--- src/lis_pkg.sv ---
// ----------------------------------------------------------------------------
// lis_pkg
// Shared constants and controller/datapath interface types for the
// longest increasing subsequence block.
// ----------------------------------------------------------------------------
`default_nettype none

package lis_pkg;

  localparam int LIS_MAX_LEN     = 1024;
  localparam int LIS_VALUE_WIDTH = 32;

  // commands from the controller to the datapath
  typedef struct packed {
    logic load;    // capture transaction, set up search bounds
    logic probe;   // issue first table read if the range is not empty
    logic step;    // compare read data, narrow range, issue next read
    logic commit;  // write the table, update length, load result
  } lis_cmd_t;

  // status from the datapath to the controller
  typedef struct packed {
    logic probe_go;  // search range is not empty
    logic step_go;   // range stays non-empty after this step
  } lis_sts_t;

endpackage

`default_nettype wire

--- src/lis_ctrl.sv ---
// ----------------------------------------------------------------------------
// lis_ctrl
// Sequencer for one transaction: load, binary search, commit and result
// handshake.
// ----------------------------------------------------------------------------
`default_nettype none

module lis_ctrl (
  input  wire logic              clk,
  input  wire logic              rst,
  input  wire logic              in_valid,
  output logic                   in_stall,
  output logic                   out_valid,
  input  wire logic              out_stall,
  input  wire lis_pkg::lis_sts_t sts,
  output lis_pkg::lis_cmd_t      cmd
);
  import lis_pkg::*;

  localparam logic [1:0] S_IDLE   = 2'd0;
  localparam logic [1:0] S_PROBE  = 2'd1;
  localparam logic [1:0] S_SEARCH = 2'd2;
  localparam logic [1:0] S_COMMIT = 2'd3;

  logic [1:0] state;
  logic [1:0] state_next;
  logic       out_free;

  assign out_free = !out_valid || !out_stall;
  assign in_stall = (state != S_IDLE);

  always_comb begin
    state_next = state;
    cmd        = '0;
    unique case (state)
      S_IDLE: begin
        if (in_valid) begin
          cmd.load   = 1'b1;
          state_next = S_PROBE;
        end
      end
      S_PROBE: begin
        cmd.probe  = 1'b1;
        state_next = sts.probe_go ? S_SEARCH : S_COMMIT;
      end
      S_SEARCH: begin
        cmd.step = 1'b1;
        if (!sts.step_go) begin
          state_next = S_COMMIT;
        end
      end
      S_COMMIT: begin
        // hold until the result register is free
        if (out_free) begin
          cmd.commit = 1'b1;
          state_next = S_IDLE;
        end
      end
      default: state_next = S_IDLE;
    endcase
  end

  always_ff @(posedge clk) begin
    if (rst) begin
      state     <= S_IDLE;
      out_valid <= 1'b0;
    end else begin
      state     <= state_next;
      out_valid <= cmd.commit || (out_valid && out_stall);
    end
  end

endmodule

`default_nettype wire

--- config.mk ---
export PLATFORM = sky130hd
export DESIGN_NAME = lis_ctrl
export DESIGN_NICKNAME = d
export VERILOG_FILES = /design/src/lis_pkg.sv /design/src/lis_ctrl.sv
export SDC_FILE = /design/constraint.sdc
export NUM_CORES = 1
export LEC_CHECK = 0
export ABC_AREA = 0
export BUFFER_PORTS_ARGS = -buffer_cell sky130_fd_sc_hd__buf_2
export CAP_MARGIN = 20
export CELL_PAD_IN_SITES_DETAIL_PLACEMENT = 1
export CELL_PAD_IN_SITES_GLOBAL_PLACEMENT = 1
export CORE_AREA = 3 3 40 42
export CTS_BUF_LIST = sky130_fd_sc_hd__clkbuf_16
export CTS_CLUSTER_DIAMETER = 200
export DETAILED_ROUTE_END_ITERATION = 6
export DIE_AREA = 0 0 43 45
export PLACE_DENSITY_LB_ADDON = 0.1
export SLEW_MARGIN = 20
export SYNTH_ARGS = -nofsm -noshare
export SYNTH_HDL_FRONTEND = slang
export SYNTH_SLANG_ARGS = --single-unit
--- constraint.sdc ---
create_clock -name clk -period 3.5 [get_ports clk]
set_clock_uncertainty 0.05 [all_clocks]
set_input_delay 0.7 -clock clk [delete_from_list [all_inputs] [get_ports clk]]
set_output_delay 0.7 -clock clk [all_outputs]
set_load 0.005 [all_outputs]
==> results of run 1 <==
[worst max-delay path, delay by kind of cell (launching register included)]
| kind | cells | cell delay (ps) |
|---|---|---|
| buf+inv | 2 | 240 |
| flops | 1 | 400 |
| simple gates | 1 | 170 |
| fa+ha+maj | 1 | 260 |
[kinds of logic (layout without fill, tap and decap cells)]
logic type               count (synthesis)  after routing  synth area share, %
AO/OA/AOI/OAI                            7              7                 21.1
buffers and inverters                    3             18                 4.52
flip-flops                               3              3                 24.1
AND/OR/NAND/NOR                          8              8                 25.1
adder cells (fa/ha/maj)                  5              5                 25.1
[sequential cells by signal, summed over array words and instances (netlist names)]
name / flops
out_valid: 1
state: 2
[power groups by stage]
stage / Clock (uW) / Combinational (uW) / Sequential (uW)
final: 177 / 150 / 64.1
after global placement: 0 / 152 / 65.1
after CTS: 181 / 153 / 64.7
after detailed placement: 0 / 149 / 65.2
after global routing: 185 / 173 / 69.7
after floorplan: 0 / 108 / 60.0
[final cells by class]
type | count | area [um^2] | area share [%]
multi-input combinational | 20 | 178 | 44.2
clock buffer | 3 | 75.1 | 18.7
sequential | 3 | 60.1 | 15.0
timing repair buffer | 11 | 55.1 | 13.7
tap | 15 | 18.8 | 4.67
inverter | 3 | 11.3 | 2.80
clock inverter | 1 | 3.75 | 0.935
[per-layer routing]
| metal | vias to the layer above | wire, um | track usage [%] |
|---|---|---|---|
| met5 | - | 0 | 0 |
| met4 | 0 | 11 | 9.04 |
| met3 | 2 | 74 | 3.98 |
| met2 | 10 | 234 | 9.88 |
| met1 | 100 | 264 | 9.83 |
| li1 | 121 | - | - |
[worst max-delay path by stage]
| stage | cells past startpoint | to | start | slack, ps |
|---|---|---|---|---|
| final | 4 | cmd[3] | state[0] | 1450 |
| after global routing | 4 | cmd[3] | state[0] | 1360 |
| after CTS | 4 | cmd[3] | state[0] | 1430 |
| after detailed placement | 3 | cmd[0] | out_stall | 1650 |
| after global placement | 4 | cmd[3] | state[0] | 1660 |
| after floorplan | 1 | cmd[0] | out_stall | 1860 |
[synthesized netlist by cell type]
cell      instances  share of area [%]
and3_4            1                4.5
ha_1              5                 25
a31oi_1           1                2.5
and2_1            1                2.5
a21oi_1           3                6.0
nand2b_4          1                5.5
a311oi_2          1                6.0
inv_1             3                4.5
a31o_1            1                3.5
nand3_2           1                4.0
dfxtp_1           3                 24
nand2_1           1                1.5
nor2_1            1                1.5
nand3b_1          1                3.0
a21boi_0          1                3.0
nand4_1           1                2.5
[stage by stage]
step                      hold slack, ps  instance area [um^2]  worst slack, ps  instances
final                                505                   402             1450         56
after global placement               474                   323             1660         52
after floorplan                      481                   249             1860         26
after detailed placement             506                   323             1650         52
after CTS                            511                   402             1430         56
after global routing                 533                   402             1360         56
[layout by cell type (no fill, tap or decap)]
master,instances
a21boi_0,1
ha_1,5
nand4_1,1
inv_1,4
a311oi_2,1
nor2_1,1
nand2_1,1
clkbuf_16,3
nand3b_1,1
a21oi_1,3
and3_4,1
buf_2,11
a31oi_1,1
nand3_2,1
a31o_1,1
nand2b_4,1
and2_1,1
dfxtp_1,3
==> impl_metrics.tcl, run 1 <==
set metrics [dict create \
    status "finished clean" \
    core_region_area_um2 1280 \
    p_sw_share_pct 31.2 \
    seqPwrFrac_pct 16.4 \
    rsz0062_at_grt "no" \
    crit_path_start_kind "flop" \
    routedWlPerCell_um 10.4 \
    clockBufferDepth 2 \
    antenna_found_initial 0 \
    whs_endpoint "out_valid" \
    clk_latency_ps 220 \
    clockPowerShare_pct 45.3 \
    cts_setup_buffers 0 \
    setup_viol 0 \
    period_share_pct 58.4 \
    worstHoldPathCells 2 \
    fin_util_pct 31.3 \
    worstPathRequired_ps 2750 \
    crit_path_max_fanout 5 \
    dieArea_um2 1940 \
    cts_sinks 3 \
    cp_cell_sequence "inv_1 > ha_1 > and2_1 > buf_2" \
    slew_headroom_pct 87.5 \
    synthesis.area_um2 249 \
    cts.clk_slew.worst_paths_ps 30 \
    min_from "out_valid" \
    grt_pass1_wl_mm 1.08 \
    leakage_uw 0.000199 \
    comb_power_share_pct 38.3 \
    internal-power_uw 269 \
    postCtsResizedCells 0 \
    io_pins 12 \
    setup-tns-final_ps 0 \
    slew_violations 0 \
    synthDistinctLibCells 16 \
    wirelength_um 584 \
    cp-end-kind "primary output" \
    max_freq_mhz 489 \
    timing_worst_setup_path_type "reg2out" \
    ys_seq_area_share_pct 24.1 \
    finalWeightedCongestion 0.640 \
    r2r_start "state[0]" \
    initial_core_util_pct 19.4 \
    hold_viol 0 \
    drive_gt1_share_pct 43.9 \
    nFillCells 156 \
    ys_ff_latch 3 \
    cp.arrival_ps 1300 \
    ant_nets 0 \
    drv_cap 0 \
    grt_remaining_overflow 0 \
    dp_hpwl_um 447 \
    ir_drop_v 0.000220 \
    yosysWarnings 0 \
    synth_cells 26 \
    drt_iter0_markers 1 \
    finalPower_uw 391 \
    grt_max_degree 6 \
    r2r_setup_slack_ps 2150 \
    die_y_um 45 \
    htree_levels 1 \
    grt_pass1_vias 243 \
    ctsHoldBuffers 0 \
    period_minus_slack_ps 2050 \
    r2r_end "state[0]" \
    tightest_slew_ps 186 \
    powerDensity_nw_per_um2 973 \
    synth_fp_nets 37 \
    num_antenna_cells 0 \
    syn_to_final_growth_pct 61.3 \
    cts_tree "built" \
    syn_area_per_cell_um2 9.58 \
    drtPass1Iterations 2 \
    critPathSlowestCell "dfxtp_1" \
    grt_usage_pct 8.23 \
    via_count 233 \
    fin_nets 53 \
    ff2ff_path_depth 5 \
    cts_buffers 3 \
    hold_class "reg2reg" \
    die_w_um 43 \
    cts_root_buf "clkbuf_16" \
    portBuffers 11 \
    p_sw_uw 122 \
    rows 13 \
    via_per_inst 4.16 \
    drc 0 \
    cpPeakStageDelay_ps 400 \
]
Power figures use the tool's default switching activity.
==> inputs of run 2 (changes only) <==
clock period = 2.05 ns   (was 3.5 ns; I/O delays follow)
==> impl_metrics.tcl, run 2 (synthesis gave the netlist of run 1 again) <==
set metrics [dict create \
    num_antenna_cells 0 \
    routedWlPerCell_um 11.7 \
    hold_viol 0 \
    crit_path_start_kind "flop" \
    cp.arrival_ps 1300 \
    clockBufferDepth 2 \
    grt_usage_pct 9.05 \
    leakage_uw 0.000199 \
    comb_power_share_pct 38.1 \
    via_per_inst 4.34 \
    setup_viol 0 \
    seqPwrFrac_pct 16.3 \
    die_y_um 45 \
    ctsHoldBuffers 0 \
    grt_pass1_wl_mm 1.19 \
    portBuffers 11 \
    grt_remaining_overflow 0 \
    clockPowerShare_pct 45.6 \
    nFillCells 158 \
    grt_pass1_vias 258 \
    core_region_area_um2 1280 \
    powerDensity_nw_per_um2 1690 \
    status "finished clean" \
    p_sw_share_pct 32.2 \
    initial_core_util_pct 19.4 \
    htree_levels 1 \
    grt_max_degree 6 \
    cts.clk_slew.worst_paths_ps 30 \
    drtPass1Iterations 1 \
    rsz0062_at_grt "no" \
    rows 13 \
    worstPathRequired_ps 1590 \
    cts_sinks 3 \
    ant_nets 0 \
    io_pins 12 \
    p_sw_uw 218 \
    top_regs "state (2), out_valid (1)" \
    ir_drop_v 0.000365 \
    final_cell_mix "buf_2, ha_1, inv_1" \
    holdWs_ps 342 \
    slew_headroom_pct 87.8 \
    dieArea_um2 1940 \
    period_minus_slack_ps 1760 \
    drive_gt1_share_pct 43.9 \
    cpPeakStageDelay_ps 400 \
    timing_worst_setup_path_type "reg2out" \
    via_count 243 \
    cts_buffers 3 \
    fin_ws_ps 292 \
    finalPower_uw 678 \
    pre_cts_ws_ps 517 \
    drv_cap 0 \
    setup-tns-final_ps 0 \
    wirelength_um 654 \
    cts_setup_buffers 0 \
    finalWeightedCongestion 0.681 \
    cp_cell_sequence "inv_1 > ha_1 > and2_1 > buf_2" \
    critPathSlowestCell "dfxtp_1" \
    top_register "state" \
    tightest_slew_ps 183 \
    max_freq_mhz 569 \
    drt_iter0_markers 0 \
    crit_path_max_fanout 5 \
    largest_reg_flops 2 \
    cts_tree "built" \
    slew_violations 0 \
    hold_class "in2reg" \
    cts_root_buf "clkbuf_16" \
    internal-power_uw 460 \
    drc 0 \
    period_share_pct 85.7 \
    die_w_um 43 \
    clk_latency_ps 220 \
    cp-end-kind "primary output" \
    final_common_cell "buf_2" \
    fin_nets 53 \
    postCtsResizedCells 0 \
    antenna_found_initial 0 \
    syn_to_final_growth_pct 61.3 \
]
[run 2: power groups by stage]
stage	Combinational, uW	Clock [uW]	Sequential, uW
global route	304	322	116
CTS	266	315	111
detailed placement	258	0	111
global placement	262	0	112
floorplan	184	0	102
finish	258	309	110
[run 2: final cells by class]
| type | instances | area, um^2 | area share (%) |
|---|---|---|---|
| clock buffers | 3 | 75.1 | 18.7 |
| well taps | 15 | 18.8 | 4.67 |
| clock inverters | 1 | 3.75 | 0.935 |
| multi-input cells | 20 | 178 | 44.2 |
| flip-flops and latches | 3 | 60.1 | 15.0 |
| inverters | 3 | 11.3 | 2.80 |
| repair buffers | 11 | 55.1 | 13.7 |
[run 2: per-layer routing]
metal  global-route usage (%)  routed length (um)  vias up
met5                        0                   0        -
met1                     9.09                 251      108
met4                     7.23                  11        0
li1                         -                   -      121
met3                     5.18                  82        2
met2                     13.8                 309       12
[run 2: worst max-delay path, delay by kind of cell (launching register included)]
family                   cells  cell delay (ps)
buffers and inverters        2              240
AND/OR/NAND/NOR              1              170
adder cells (fa/ha/maj)      1              260
flip-flops                   1              400
[run 2: metrics by stage]
step | utilization (%) | cells | instance area, um^2
floorplan | - | 26 | 249
global placement | 25.1 | 52 | 323
detailed placement | 25.1 | 52 | 323
CTS | 31.3 | 56 | 402
global route | 31.3 | 56 | 402
finish | 31.3 | 56 | 402
[run 2: worst paths after layout]
check | start | end | slack [ps] | cells past startpoint
worst max-delay path | state[0] | cmd[3] | 290 | 4
worst min-delay path | rst | state[0] | 340 | 2
worst max register to register | state[0] | state[0] | 710 | 5
worst min register to register | out_valid | out_valid | 510 | 2
==> inputs of run 3 (changes only) <==
CORE_AREA = 2 2 39 41   (was 3 3 40 42)
DIE_AREA = 0 0 41 43   (was 0 0 43 45)
RECOVER_POWER = 100   (was not set)
==> impl_metrics.tcl, run 3 (synthesis gave the netlist of run 1 again) <==
set metrics [dict create \
    clockBufferDepth 2 \
    pre_cts_ws_ps 524 \
    cp.arrival_ps 1300 \
    finalWeightedCongestion 0.674 \
    top_register "state" \
    final_cell_mix "buf_2, ha_1, inv_1" \
    setup_viol 0 \
    cpPeakStageDelay_ps 410 \
    syn_to_final_growth_pct 60.3 \
    leakage_uw 0.000187 \
    hold_viol 0 \
    ir_drop_v 0.000308 \
    critPathSlowestCell "dfxtp_1" \
    slew_violations 0 \
    grt_pass1_wl_mm 1.05 \
    clk_latency_ps 220 \
    grt_pass1_vias 263 \
    finalPower_uw 670 \
    crit_path_max_fanout 5 \
    ff2ff_path_depth 5 \
    initial_core_util_pct 18.0 \
    cts_setup_buffers 0 \
    die_y_um 43 \
    final_common_cell "buf_2" \
    timing_worst_setup_path_type "reg2out" \
    drive_gt1_share_pct 36.6 \
    cts_root_buf "clkbuf_16" \
    period_minus_slack_ps 1760 \
    cts_buffers 3 \
    drt_iter0_markers 0 \
    ctsHoldBuffers 0 \
    hold_class "in2reg" \
    portBuffers 11 \
    tightest_slew_ps 202 \
    fin_nets 53 \
    routedWlPerCell_um 11.3 \
    nFillCells 171 \
    grt_max_degree 6 \
    via_per_inst 4.32 \
    drc 0 \
    htree_levels 1 \
    largest_reg_flops 2 \
    cp-end-kind "primary output" \
    max_freq_mhz 568 \
    status "finished clean" \
    postCtsResizedCells 0 \
    rsz0062_at_grt "no" \
    crit_path_start_kind "flop" \
    slew_headroom_pct 86.5 \
    worstHoldPathCells 2 \
    drv_cap 0 \
    ant_nets 0 \
    r2r_start "state[0]" \
    cts_tree "built" \
    rows 14 \
    num_antenna_cells 0 \
    worstPathRequired_ps 1590 \
    r2r_end "state[0]" \
    drtPass1Iterations 1 \
    powerDensity_nw_per_um2 1680 \
    setup-tns-final_ps 0 \
    min_from "rst" \
    cts.clk_slew.worst_paths_ps 30 \
    period_share_pct 85.9 \
    fin_ws_ps 289 \
    cts_sinks 3 \
    die_w_um 41 \
    grt_usage_pct 9.01 \
    antenna_found_initial 0 \
    via_count 246 \
    dieArea_um2 1760 \
    r2r_setup_slack_ps 670 \
    grt_remaining_overflow 0 \
    cp_cell_sequence "inv_1 > ha_1 > and2_1 > buf_2" \
    whs_endpoint "state[0]" \
    core_region_area_um2 1380 \
    io_pins 12 \
    wirelength_um 643 \
    top_regs "state (2), out_valid (1)" \
]
run 3: cell count changes in the layout (fill, tap and decap cells not counted):
cell      previous run  this run
clkbuf_1             0         3
buf_2               11         8
run 3: how the worst max path moves through the flow:
stage,startpoint,end,slack (ps),cells after the start
3_5_place_dp,state[0],cmd[3],520,4
4_1_cts,state[0],cmd[3],270,4
2_1_floorplan,state[0],cmd[3],710,3
6_report,state[0],cmd[3],290,4
5_1_grt,state[0],cmd[3],210,4
3_3_place_gp,state[0],cmd[3],550,4
run 3: critical path: cells and delay by family (launching register included):
kind,cells,cell delay (ps)
buffers and inverters,2,240
adders and majority gates,1,260
DFF,1,410
and+or+nand+nor,1,170
run 3: final cells by class:
type	count	area, um^2	area share, %
timing repair buffer	11	51.3	12.9
tap	16	20.0	5.02
inverter	3	11.3	2.82
clock inverter	1	3.75	0.940
multi-input combinational	20	178	44.5
clock buffer	3	75.1	18.8
sequential	3	60.1	15.0
run 3: where the power goes:
group	internal [uW]	switching (uW)	total, uW
Sequential	81.5	29.2	111
Combinational	122	131	253
Clock	252	53.9	305
Total	455	214	670
run 3: stage by stage:
| step | area [um^2] | util [%] | instances | hold slack, ps |
|---|---|---|---|---|
| 2_1_floorplan | 249 | - | 26 | 428 |
| 3_3_place_gp | 324 | 23.4 | 53 | 477 |
| 3_5_place_dp | 324 | 23.4 | 53 | 514 |
| 4_1_cts | 403 | 29.1 | 57 | 342 |
| 5_1_grt | 399 | 28.8 | 57 | 343 |
| 6_report | 399 | 28.8 | 57 | 345 |
run 3: layer usage:
metal / vias up / GRT usage (%) / routed length (um) / part of all wire, %
li1: 122 / - / - / -
met1: 115 / 8.92 / 266 / 41
met2: 7 / 13.4 / 314 / 49
met3: 2 / 2.09 / 48 / 7.5
met4: 0 / 10.0 / 13 / 2.0
met5: - / 0 / 0 / 0
